**src/sv/osr_div.sv**
```systemverilog
module osr_div (
  input  logic        clk,
  input  logic        rst_n,
  input  logic        start,
  input  logic [31:0] dividend,
  input  logic [9:0]  divisor,
  output logic        done,
  output logic [9:0]  remainder
);

  logic [31:0] quo_r, quo_nxt;
  logic [9:0]  rem_r, rem_nxt;
  logic [9:0]  dvs_r, dvs_nxt;
  logic [4:0]  step_r, step_nxt;
  logic        busy_r, busy_nxt;
  logic        done_r, done_nxt;
  logic [10:0] trial;

  // Restoring remainder, one dividend bit per cycle.
  always_comb begin
    quo_nxt  = quo_r;
    rem_nxt  = rem_r;
    dvs_nxt  = dvs_r;
    step_nxt = step_r;
    busy_nxt = busy_r;
    done_nxt = 1'b0;
    trial    = {rem_r, quo_r[31]};
    if (start) begin
      quo_nxt  = dividend;
      rem_nxt  = '0;
      dvs_nxt  = divisor;
      step_nxt = '0;
      busy_nxt = 1'b1;
    end else if (busy_r) begin
      quo_nxt = {quo_r[30:0], 1'b0};
      if (trial >= {1'b0, dvs_r}) begin
        rem_nxt = 10'(trial - {1'b0, dvs_r});
      end else begin
        rem_nxt = trial[9:0];
      end
      step_nxt = step_r + 5'd1;
      if (step_r == 5'd31) begin
        busy_nxt = 1'b0;
        done_nxt = 1'b1;
      end
    end
  end

  always_ff @(posedge clk) begin
    if (!rst_n) begin
      busy_r <= 1'b0;
      done_r <= 1'b0;
      step_r <= '0;
    end else begin
      busy_r <= busy_nxt;
      done_r <= done_nxt;
      step_r <= step_nxt;
    end
    quo_r <= quo_nxt;
    rem_r <= rem_nxt;
    dvs_r <= dvs_nxt;
  end

  assign done      = done_r;
  assign remainder = rem_r;

endmodule
```
**config.mk**
```make
export PLATFORM = sky130hd
export DESIGN_NAME = osr_div
export DESIGN_NICKNAME = d
export VERILOG_FILES = /design/src/sv/osr_div.sv
export SDC_FILE = /design/constraint.sdc
export NUM_CORES = 1
export LEC_CHECK = 0
export ABC_AREA = 1
export BUFFER_PORTS_ARGS = -buffer_cell sky130_fd_sc_hd__buf_2
export CAP_MARGIN = 20
export CELL_PAD_IN_SITES_DETAIL_PLACEMENT = 2
export CELL_PAD_IN_SITES_GLOBAL_PLACEMENT = 2
export CORE_UTILIZATION = 36
export CTS_BUF_LIST = sky130_fd_sc_hd__clkbuf_8
export CTS_CLUSTER_SIZE = 16
export DETAILED_ROUTE_END_ITERATION = 6
export GPL_TIMING_DRIVEN = 0
export PLACE_DENSITY_LB_ADDON = 0.25
export SLEW_MARGIN = 20
export SYNTH_ARGS = -nofsm -noshare
export SYNTH_HDL_FRONTEND = slang
export SYNTH_SLANG_ARGS = --single-unit
```
**constraint.sdc**
```tcl
create_clock -name clk -period 4.47 [get_ports clk]
set_input_delay 0.447 -clock clk [delete_from_list [all_inputs] [get_ports clk]]
set_output_delay 0.447 -clock clk [all_outputs]
set_load 0.05 [all_outputs]
```
# Word-level counts from Yosys, hierarchy flattened
# Cells that the tools add are included.
dict set report word_totals {
  in_bits 45
  register_bits 59
}
dict set report op_classes {
  n_mux 7
  reduce_logical 3
  bitwise 2
  addsub 2
  magnitude_cmp 1
  eq_ne 1
}
# cell count
set ops {}
lappend ops {{$mux W32} 2}
lappend ops {{$ge A11 B10 Y1} 1}
lappend ops {{$mux W10} 1}
lappend ops {{$sub A10 B10 Y10} 1}
lappend ops {{$add A5 B1 Y5 const B} 1}
lappend ops {{$eq A5 B5 Y1 const B} 1}
lappend ops {{$mux W1} 4}
lappend ops {{$reduce_or A3 Y1} 1}
lappend ops {{$not A1 Y1} 2}
lappend ops {{$reduce_bool A2 Y1} 1}
lappend ops {{$reduce_or A2 Y1} 1}

# Logic depth before layout (Yosys ltp)
# Gate-level depths: netlist of the first run.
dict set report logic_depth {
  depth_word 4
  depth_mapped 12
  depth_no_buf 12
}

# Worst setup path after synthesis of the first run
# Ideal clock, no wire load.
dict set report synth_path {
  path_type {flip-flop to flip-flop}
  startpoint {reg rem_r[7], in the netlist remainder[7]}
  endpoint {reg rem_r[9], in the netlist remainder[9]}
  synth_period_minus_slack_ps 1896
  slack_ps 2574
  arrival_time_ps 1783
  path_buffers 1
  stages_incl_launch_ff 12
  cell_sequence {dfxtp_1 > ha_1 > nand2_1 > inv_2 > nand2_1 > clkinv_1 > nand2_2 > and2_4 > buf_8 > nand4_1 > nand3_1 > nand2_1}
}
dict set report synth_via {
  elab_chain_len 2
}
# item line
set synth_rtl {}
lappend synth_rtl {{start: declaration} 12} ;# logic [9:0] rem_r, rem_nxt;
lappend synth_rtl {{start signal: assignment} 60} ;# rem_r <= rem_nxt;
lappend synth_rtl {{$sub A10 B10 Y10 or $ge A11 B10 Y1 (tied branches)} {37, 36}}
lappend synth_rtl {{$mux W10 (*)} 36} ;# if (trial >= {1'b0, dvs_r}) begin
# Every way passes the cells marked *; elsewhere a longest branch is shown, timed or not.
# A chain may end at the register's enable or synchronous reset.

# Worst setup path in the final report of the first run
dict set report layout_path {
  startpoint {reg rem_r[1], in the netlist remainder[1]}
  endpoint {reg rem_r[5], in the netlist remainder[5]}
}
# The elaborated chain is that of the path after synthesis.

==> results.sh, run 1 <==
export IMPL_status="complete, no violations"
export IMPL_numCtsBuffers=9
export IMPL_crit_arrival_ps=2190
export IMPL_power_density_nw_per_um2=352.4
export IMPL_cts_sinks=59
export IMPL_globalRouteOverflowTotal=0
export IMPL_whs_ps=268.0
export IMPL_seqCellArea_sq_um=1602
export IMPL_vdd_drop_max_uv=160.9
export IMPL_cap_violations=0
export IMPL_ys_seq_area_share_pct=52.29
export IMPL_die_w_um=94.24
export IMPL_maxSlewHeadroom_pct=53.04
export IMPL_crit_fanout=10
export IMPL_layout_common_cells="nand2_1, buf_2, inv_1, edfxtp_1, nand3_1"
export IMPL_finalClockSkew_ps=13.21
export IMPL_yosysWarnings=0
export IMPL_start_util_pct=37.28
export IMPL_layout_cells_most_common="nand2_1"
export IMPL_synthToLayoutAreaGrowth_pct=19.65
export IMPL_detail_route_vias_per_cell=4.866
export IMPL_synth_cell_types=29
export IMPL_die_h_um=94.24
export IMPL_fin_total_pwr_mw=1.291
export IMPL_period_minus_slack_ps=1898
export IMPL_grt_pass1_wl_mm=14.18
export IMPL_yosys_register_bits=59
export IMPL_dp_cells=530
export IMPL_syn_inst=370
export IMPL_drc=0
export IMPL_post_drt_wl_per_cell_um=15.67
export IMPL_path_class="reg -> reg"
export IMPL_layout_drive_gt1_share_pct=19.73
export IMPL_synth_area_top_cells="edfxtp_1, nand2_1, dfxtp_1"
export IMPL_cp_end_kind="register"
export IMPL_synth_area_sq_um=3063
export IMPL_fill_cells=946
export IMPL_rsz0062_at_grt="false"
export IMPL_grt_max_degree=34
export IMPL_dp_slack_ps=2290
export IMPL_hold_viol_final=0
export IMPL_die_area_sq_um=8881
export IMPL_grt_pass1_vias=2959
export IMPL_fin_tns_setup_ps=0
export IMPL_routabilityCongestion=0.7929
export IMPL_leakagePower_nw=1.851
export IMPL_min_period_over_period_pct=42.47
export IMPL_stdcell_count=546
export IMPL_routed_wl_mm=8.557
export IMPL_required_ps=4760
export IMPL_root_buffer="clkbuf_8"
export IMPL_synth_top_area_share_pct=41.18
export IMPL_fmax_mhz=526.7
export IMPL_grt_antenna_before_repair=0
export IMPL_dr_pass1_iters=6
export IMPL_final_setup_worst_slack_ps=2572
export IMPL_drt_initial_drc_count=42
export IMPL_fin_util_pct=44.60
export IMPL_setup_viol=0
export IMPL_cts_setup_buffers=0
export IMPL_multi_input_area_sq_um=1214
export IMPL_nets=494
export IMPL_clkSlewWorstSetupHoldPaths_ps=70
export IMPL_cts_hold_buffers_added=0
export IMPL_hpwl_mm=6.178
export IMPL_yosysTopAreaCell="edfxtp_1"
export IMPL_core_sq_um=8217
export IMPL_cts_tree="built"
export IMPL_vias=2657
export IMPL_postSynthAreaPerCell_sq_um=8.278
export IMPL_ioPinCount=56
export IMPL_drv_slew=0
export IMPL_port_buffers=55
export IMPL_place_area_sq_um=3470
export IMPL_n_antenna_cell=0
export IMPL_cts_resized=0
export IMPL_postLayoutCellArea_sq_um=3665
export IMPL_postRouteAntennaNets=0
export IMPL_cts_buffer_depth=2
export IMPL_row_count=33
export IMPL_grtUsageTotal_pct=21.27
export IMPL_worst_skew_pair_late_latency_ps=350
export IMPL_worstMarginPinSlew_ps=703.4
export IMPL_synth_nets=428
export IMPL_start_kind="register"
export IMPL_hold_class="in -> reg"
export IMPL_cts_htree_levels=3
critical path, stage by stage (launching register included):
cell and delay, ps:
dfxtp_1 350, ha_1 380, nand2_1 120, nand3_1 190, nand2_1 170, nand4_2 280
nand3_1 190, nand3_1 100, nand2_1 70
path summary, 6_finish.rpt:
| path | start | endpoint | slack, ps | cells after the start |
|---|---|---|---|---|
| setup reg to reg | remainder[1]$_SDFFE_PP0P_ | remainder[5]$_SDFFE_PP0P_ | 2570 | 8 |
| setup / recovery | remainder[1]$_SDFFE_PP0P_ | remainder[5]$_SDFFE_PP0P_ | 2570 | 8 |
| hold reg to reg | remainder[8]$_SDFFE_PP0P_ | remainder[8]$_SDFFE_PP0P_ | 490 | 2 |
| hold / removal | divisor[1] | dvs_r[1]$_DFFE_PP_ | 270 | 1 |
area by class of cell:
cell class	instances	area share, %
Tap cell	105	3.585
Inverter	46	4.712
Buffer	13	2.048
Clock buffer	10	3.756
Sequential cell	59	43.70
Timing Repair Buffer	55	7.511
Clock inverter	6	1.571
Multi-Input combinational cell	252	33.12
synthesized netlist by cell type:
| library cell | number |
|---|---|
| a21oi_1 | 8 |
| a21oi_2 | 1 |
| and2_4 | 1 |
| and3_1 | 1 |
| buf_4 | 2 |
| buf_6 | 1 |
| buf_8 | 1 |
| clkbuf_1 | 9 |
| clkinv_1 | 1 |
| dfxtp_1 | 17 |
| edfxtp_1 | 42 |
| fa_1 | 1 |
| ha_1 | 12 |
| inv_1 | 42 |
| inv_2 | 3 |
| nand2_1 | 163 |
| nand2_2 | 5 |
| nand3_1 | 26 |
| nand3_2 | 1 |
| nand4_1 | 12 |
| nand4_2 | 1 |
| nor2_1 | 11 |
| nor2_2 | 1 |
| nor3_1 | 1 |
| nor3b_1 | 1 |
| o21a_1 | 1 |
| or2_0 | 1 |
| xnor2_1 | 3 |
| xor2_1 | 1 |
report_power, final:
| part | internal, mW | switching [mW] | leakage (nW) |
|---|---|---|---|
| Combinational | 0.0543 | 0.101 | 1.19 |
| Clock | 0.267 | 0.220 | 0.0971 |
| Sequential | 0.634 | 0.0139 | 0.564 |
| Total | 0.956 | 0.335 | 1.85 |
cell families (layout without fill, tap and decap cells):
group,Yosys count,count (layout),share of synthesized area [%]
buffers and inverters,59,130,8.088
AND/OR/NAND/NOR,225,225,31.09
XOR/XNOR,4,4,1.144
adder cells (fa/ha/maj),13,13,5.555
flip-flops,59,59,52.29
AO/OA/AOI/OAI,10,10,1.838
registers in the layout (all words and copies together), names as in the netlist:
name and cells:
quo_r 32, done 1, busy_r 1, dvs_r 10, step_r 5, remainder 10
routing by layer:
metal  track usage, %  part of all wire [%]
met3            5.097                   3.7
met4            8.462                   2.1
met2            39.31                    53
met1            23.01                    41
met5                0                     0
Note: power is estimated with default switching activity, not from simulation.
==> inputs of run 2 (changes only) <==
--- a/config.mk
+++ b/config.mk
@@ -5,12 +5,12 @@
 export SDC_FILE = /design/constraint.sdc
 export NUM_CORES = 1
 export LEC_CHECK = 0
-export ABC_AREA = 1
+export ABC_AREA = 0
 export BUFFER_PORTS_ARGS = -buffer_cell sky130_fd_sc_hd__buf_2
 export CAP_MARGIN = 20
 export CELL_PAD_IN_SITES_DETAIL_PLACEMENT = 2
 export CELL_PAD_IN_SITES_GLOBAL_PLACEMENT = 2
-export CORE_UTILIZATION = 36
+export CORE_UTILIZATION = 35
 export CTS_BUF_LIST = sky130_fd_sc_hd__clkbuf_8
 export CTS_CLUSTER_SIZE = 16
 export DETAILED_ROUTE_END_ITERATION = 6
==> constraint.sdc (replaced) <==
create_clock -name clk -period 1.6 [get_ports clk]
set_input_delay 0.16 -clock clk [delete_from_list [all_inputs] [get_ports clk]]
set_output_delay 0.16 -clock clk [all_outputs]
set_load 0.05 [all_outputs]
==> run 2 against run 1 <==
Effect of this change: the flow now finishes with violations (setup timing); clock power increased to 3.1 times the previous value; non-clock buffer count increased by 13; critical path type unchanged; largest power group unchanged; synthesized area decreased by 8.1%.
==> results.sh, run 2 <==
export IMPL_ys_seq_area_share_pct=56.89
export IMPL_die_h_um=91.69
export IMPL_use_met2_pct=30.26
export IMPL_numCtsBuffers=9
export IMPL_grtUsageTotal_pct=17.34
export IMPL_routed_wl_mm=6.827
export IMPL_crit_family="compound AO/OA/AOI/OAI gates"
export IMPL_violations="setup timing"
export IMPL_synthToLayoutAreaGrowth_pct=34.62
export IMPL_cts_buffer_depth=2
export IMPL_r2r_cells=10
export IMPL_cts_tree="built"
export IMPL_worstMarginPinSlew_ps=470.0
export IMPL_synth_xor_area_share_pct=3.111
export IMPL_detail_route_vias_per_cell=4.955
export IMPL_row_count=32
export IMPL_dr_pass1_iters=4
export IMPL_leakagePower_nw=1.547
export IMPL_yosysMostFrequentCell="edfxtp_1"
export IMPL_clkSlewWorstSetupHoldPaths_ps=70
export IMPL_start_util_pct=36.24
export IMPL_vias=1982
export IMPL_start_kind="register"
export IMPL_cp_num_cells=10
export IMPL_synthTopCellsByCount="edfxtp_1, mux2_2, dfxtp_1"
export IMPL_cp_end_kind="register"
export IMPL_min_period_over_period_pct=133.7
export IMPL_finalClockSkew_ps=6.722
export IMPL_required_ps=1840
export IMPL_status="finished, violations left"
export IMPL_postRouteAntennaNets=0
export IMPL_synth_area_mux_share_pct=13.11
export IMPL_synth_top_family_by_area="multiplexers"
export IMPL_path_class="reg -> reg"
export IMPL_grt_pass1_vias=2205
export IMPL_drc=0
export IMPL_globalRouteOverflowTotal=0
export IMPL_crit_fanout=3
export IMPL_nets=351
export IMPL_vdd_drop_max_uv=605.5
export IMPL_synthArstFlopShare_pct=0
export IMPL_fin_total_pwr_mw=3.956
export IMPL_worst_skew_pair_late_latency_ps=350
export IMPL_largest_register_ffs=32
export IMPL_crit_slowest_cell="edfxtp_1"
export IMPL_die_area_sq_um=8406
export IMPL_final_setup_worst_slack_ps=-539.8
export IMPL_drv_slew=0
export IMPL_synth_nets=263
export IMPL_rsz0062_at_grt="true"
export IMPL_synth_edf_count=42
export IMPL_r2r_start="quo_r[31]$_DFFE_PP_"
export IMPL_grt_max_degree=13
export IMPL_r2r_slack_ps=-540
export IMPL_hold_class="in -> reg"
export IMPL_fmax_mhz=467.3
export IMPL_synth_area_sq_um=2815
export IMPL_cap_violations=0
export IMPL_layout_cells_most_common="buf_2"
export IMPL_largest_register="quo_r"
export IMPL_post_drt_wl_per_cell_um=17.07
export IMPL_synth_area_top_cells="edfxtp_1, dfxtp_1, mux2_2"
export IMPL_crit_arrival_ps=2370
export IMPL_core_sq_um=7767
export IMPL_crit_chain="inv_2 -> ha_4 -> inv_2 -> fa_2 -> a21o_1 -> a21oi_4 -> o21bai_1 -> a21oi_1 -> xnor2_1 -> a221o_1"
export IMPL_yosys_area_share_simple_pct=7.911
export IMPL_hpwl_mm=4.458
export IMPL_routabilityCongestion=0.7823
export IMPL_yosysTopAreaCell="edfxtp_1"
export IMPL_r2r_end="remainder[6]$_SDFFE_PP0P_"
export IMPL_yosys_register_bits=59
export IMPL_syn_inst=205
export IMPL_layout_drive_gt1_share_pct=47.99
export IMPL_whs_ps=58.04
export IMPL_path_buf_inv=2
export IMPL_synth_fa_ha_area_share_pct=6.044
export IMPL_grt_pass1_wl_mm=10.85
export IMPL_cts_htree_levels=3
export IMPL_min_path_cells=2
export IMPL_maxSlewHeadroom_pct=68.40
export IMPL_synth_cell_types=42
export IMPL_port_buffers=55
export IMPL_fin_tns_setup_ps=-4282
export IMPL_period_minus_slack_ps=2140
export IMPL_dp_slack_ps=-699.1
export IMPL_n_antenna_cell=0
export IMPL_met1_usage_pct=19.11
export IMPL_drt_initial_drc_count=42
export IMPL_synth_compound_area_share_pct=10.44
export IMPL_yosysWarnings=0
export IMPL_die_w_um=91.69
export IMPL_cts_sinks=59
export IMPL_hold_start="rst_n"
export IMPL_setup_viol=10
export IMPL_synth_flop_cell="edfxtp_1"
export IMPL_root_buffer="clkbuf_8"
export IMPL_cpPeakStageDelay_ps=420
export IMPL_busiest_layer="met2"
export IMPL_synth_top_area_share_pct=44.80
export IMPL_ioPinCount=56
export IMPL_layout_common_cells="buf_2, edfxtp_1, mux2_2"
export IMPL_postSynthAreaPerCell_sq_um=13.73
export IMPL_grt_antenna_before_repair=0
export IMPL_cpMostUsedCell="inv_2"
export IMPL_met3_usage_pct=5.970
export IMPL_min_to="busy_r$_SDFF_PN0_"
export IMPL_hold_viol_final=0
export IMPL_fin_util_pct=48.79
export IMPL_power_density_nw_per_um2=1044
-- run 2: what timing repair did --
| action | in CTS | in global routing |
|---|---|---|
| setup buffers | 7 | 5 |
| pin swaps | 8 | 13 |
| hold buffers | 10 | 0 |
| endpoints found under the hold margin | 10 | 0 |
| resized for setup | 15 | 4 |
| endpoints found under the setup margin | 70 | 42 |
| gates cloned | 1 | 0 |
-- run 2: worst max path at each step --
| stage | startpoint | end | slack [ps] |
|---|---|---|---|
| 6_report | quo_r[31]$_DFFE_PP_ | remainder[6]$_SDFFE_PP0P_ | -540 |
| 5_1_grt | quo_r[31]$_DFFE_PP_ | remainder[8]$_SDFFE_PP0P_ | -610 |
| 4_1_cts | quo_r[31]$_DFFE_PP_ | remainder[6]$_SDFFE_PP0P_ | -580 |
| 3_5_place_dp | start | quo_r[9]$_DFFE_PP_ | -700 |
| 3_3_place_gp | start | quo_r[21]$_DFFE_PP_ | -670 |
| 2_1_floorplan | quo_r[31]$_DFFE_PP_ | remainder[6]$_SDFFE_PP0P_ | -440 |
-- run 2: worst reg2reg max path: stages, from the launching register on --
cell and delay [ps]:
edfxtp_1 420, inv_2 90, ha_4 130, inv_2 30, fa_2 340, a21o_1 210
a21oi_4 160, o21bai_1 100, a21oi_1 170, xnor2_1 80, a221o_1 310
-- run 2: cell type report --
cell class / instances / area, sq um
flip-flops and latches: 59 / 1620
multi-input cells: 128 / 1276
repair buffers: 76 / 465.4
clock inverters: 7 / 91.34
fillers: 791 / 3978
clock buffers: 9 / 123.9
repair inverters: 1 / 7.507
inverters: 13 / 52.55
well taps: 102 / 127.6
plain buffers: 5 / 25.02
-- run 2: report_power, final --
group	switching (mW)	internal, mW	total (mW)
sequential	0.0540	1.78	1.83
combinational	0.297	0.300	0.597
clock	0.655	0.871	1.53
total	1.01	2.95	3.96
-- run 2: cells by family (layout without fill, tap and decap cells) --
group                    after synthesis  in the layout
flip-flops                            59             59
AND/OR/NAND/NOR                       40             40
multiplexers                          33             33
AO/OA/AOI/OAI                         32             32
buffers and inverters                 18            111
adder cells (fa/ha/maj)               13             13
XOR/XNOR                              10             10
-- run 2: layer usage --
metal | vias to the layer above | wire length, um | part of all wire (%)
met4 | 0 | 121 | 1.8
met5 | - | 0 | 0
met3 | 12 | 375 | 5.5
met1 | 981 | 2819 | 41
met2 | 46 | 3510 | 51
li1 | 943 | - | -
-- run 2: metrics by stage --
stage                     instance area (sq um)  instances
after floorplan                            2874        205
after global placement                     3277        362
after detailed placement                   3277        362
after CTS                                  3737        396
after global routing                       3790        400
final                                      3790        400
==> inputs of run 3 (changes only) <==
--- a/config.mk
+++ b/config.mk
@@ -10,7 +10,7 @@
 export CAP_MARGIN = 20
 export CELL_PAD_IN_SITES_DETAIL_PLACEMENT = 2
 export CELL_PAD_IN_SITES_GLOBAL_PLACEMENT = 2
-export CORE_UTILIZATION = 35
+export CORE_UTILIZATION = 42
 export CTS_BUF_LIST = sky130_fd_sc_hd__clkbuf_8
 export CTS_CLUSTER_SIZE = 16
 export DETAILED_ROUTE_END_ITERATION = 6
==> constraint.sdc (replaced) <==
create_clock -name clk -period 2.5 [get_ports clk]
set_input_delay 0.25 -clock clk [delete_from_list [all_inputs] [get_ports clk]]
set_output_delay 0.25 -clock clk [all_outputs]
set_load 0.05 [all_outputs]
==> run 3 against run 2 <==
Effect of this change: the run ends with DRC left; global-route usage is 4.9 points higher; sequential share of layout area is 3.6 points higher; sequential cell count unchanged; first-iteration DRC count rose by 38%; clock-buffer cell count unchanged; largest cell class unchanged; largest power group is now the clock network.
==> results.sh, run 3 (synthesis gave the netlist of run 2 again) <==
export IMPL_grt_max_degree=33
export IMPL_cts_buffer_depth=2
export IMPL_grt_pass1_wl_mm=11.32
export IMPL_hold_class="in -> reg"
export IMPL_p_sw_uw=634.7
export IMPL_root_buffer="clkbuf_8"
export IMPL_largest_register="quo_r"
export IMPL_maxSlewHeadroom_pct=42.79
export IMPL_final_setup_worst_slack_ps=116.6
export IMPL_pwr_share_comb_pct=12.1
export IMPL_layout_cells_most_common="buf_2"
export IMPL_cp_end_kind="register"
export IMPL_crit_fanout=3
export IMPL_grtUsageTotal_pct=22.22
export IMPL_drv_slew=0
export IMPL_nets=329
export IMPL_intPower_mw=2.045
export IMPL_power_density_nw_per_um2=776.1
export IMPL_seqCellArea_sq_um=1602
export IMPL_dr_pass1_iters=6
export IMPL_grt_antenna_before_repair=0
export IMPL_min_period_over_period_pct=95.34
export IMPL_setup_viol=0
export IMPL_swShare_pct=23.68
export IMPL_detail_route_vias_per_cell=5.300
export IMPL_hold_viol_final=0
export IMPL_place_area_sq_um=3187
export IMPL_fin_total_pwr_mw=2.680
export IMPL_worst_skew_pair_late_latency_ps=350
export IMPL_postLayoutCellArea_sq_um=3453
export IMPL_fill_cells=644
export IMPL_fin_util_pct=53.77
export IMPL_grt_pass1_vias=2131
export IMPL_dp_slack_ps=91.36
export IMPL_globalRouteOverflowTotal=0
export IMPL_die_h_um=83.87
export IMPL_drc=4
export IMPL_start_kind="register"
export IMPL_vias=1871
export IMPL_n_antenna_cell=0
export IMPL_cts_setup_buffers=0
export IMPL_required_ps=2740
export IMPL_path_class="reg -> reg"
export IMPL_period_minus_slack_ps=2383
export IMPL_violations="DRC"
export IMPL_crit_arrival_ps=2620
export IMPL_largest_register_ffs=32
export IMPL_synthToLayoutAreaGrowth_pct=22.67
export IMPL_die_area_sq_um=7034
export IMPL_vdd_drop_max_uv=590.3
export IMPL_layout_drive_gt1_share_pct=40.22
export IMPL_post_drt_wl_per_cell_um=20.32
export IMPL_cts_htree_levels=3
export IMPL_routabilityCongestion=0.7613
export IMPL_cts_tree="built"
export IMPL_port_buffers=55
export IMPL_ioPinCount=56
export IMPL_hpwl_mm=4.791
export IMPL_start_util_pct=43.83
export IMPL_core_sq_um=6422
export IMPL_cap_violations=0
export IMPL_clkSlewWorstSetupHoldPaths_ps=80
export IMPL_die_w_um=83.87
export IMPL_finalClockSkew_ps=8.191
export IMPL_worstMarginPinSlew_ps=854.9
export IMPL_fmax_mhz=419.6
export IMPL_leakagePower_nw=1.469
export IMPL_routed_wl_mm=7.173
export IMPL_drt_initial_drc_count=58
export IMPL_postRouteAntennaNets=0
export IMPL_row_count=29
export IMPL_multi_input_area_sq_um=1146
export IMPL_layout_common_cells="buf_2, edfxtp_1, mux2_2"
export IMPL_cts_sinks=59
export IMPL_status="finished, violations left"
export IMPL_numCtsBuffers=9
export IMPL_clock_power_share_pct=44.1
export IMPL_pwr_share_seq_pct=43.8
-- run 3: final timing paths --
| check | slack, ps | cells after the start | from | to |
|---|---|---|---|---|
| setup / recovery | 120 | 10 | quo_r[31]$_DFFE_PP_ | remainder[6]$_SDFFE_PP0P_ |
| hold / removal | 70 | 1 | divisor[1] | dvs_r[1]$_DFFE_PP_ |
| setup reg to reg | 120 | 10 | quo_r[31]$_DFFE_PP_ | remainder[6]$_SDFFE_PP0P_ |
| hold reg to reg | 540 | 2 | step_r[3]$_SDFFE_PP0P_ | step_r[3]$_SDFFE_PP0P_ |
-- run 3: repair_timing --
| action | CTS | global route |
|---|---|---|
| gates resized for setup | 0 | 1 |
| hold endpoints to repair | 0 | 0 |
| endpoints found under the setup margin | 0 | 1 |
| hold buffers | 0 | 0 |
-- run 3: per-stage QoR --
step	instances	hold WS, ps	TNS, ps
after floorplan	205	348.9	0
after global placement	337	426.9	-6333
after detailed placement	337	430.2	0
after CTS	353	57.56	0
after global routing	353	59.24	-8.234
final	353	72.82	0
-- run 3: cell type report --
type / count / area share, %
plain buffers: 5 / 0.6159
multi-input cells: 128 / 33.19
clock buffers: 9 / 3.587
flip-flops and latches: 59 / 46.38
well taps: 77 / 2.790
repair buffers: 55 / 7.971
inverters: 13 / 1.413
clock inverters: 7 / 4.058
-- run 3: worst max-delay path: stages, from the launching register on --
cell and delay [ps]:
edfxtp_1 390, inv_1 80, ha_1 220, inv_1 70, fa_1 420, a21o_1 190, a21oi_2 200, o21bai_1 100
a21oi_1 210, xnor2_1 90, a221o_1 310
-- run 3: power by group through the flow --
stage | Combinational, mW | Sequential (mW) | Clock (mW)
floorplan | 0.195 | 1.21 | 0
global placement | 0.302 | 1.19 | 0
detailed placement | 0.319 | 1.19 | 0
CTS | 0.330 | 1.17 | 1.20
global route | 0.354 | 1.18 | 1.24
finish | 0.325 | 1.17 | 1.18
-- run 3: layer usage --
layer	vias up	global-route usage, %	part of all wire (%)
li1	896	-	-
met1	929	24.71	41
met2	39	40.16	54
met3	7	7.913	4.8
met4	0	5.643	0.95
met5	-	0	0
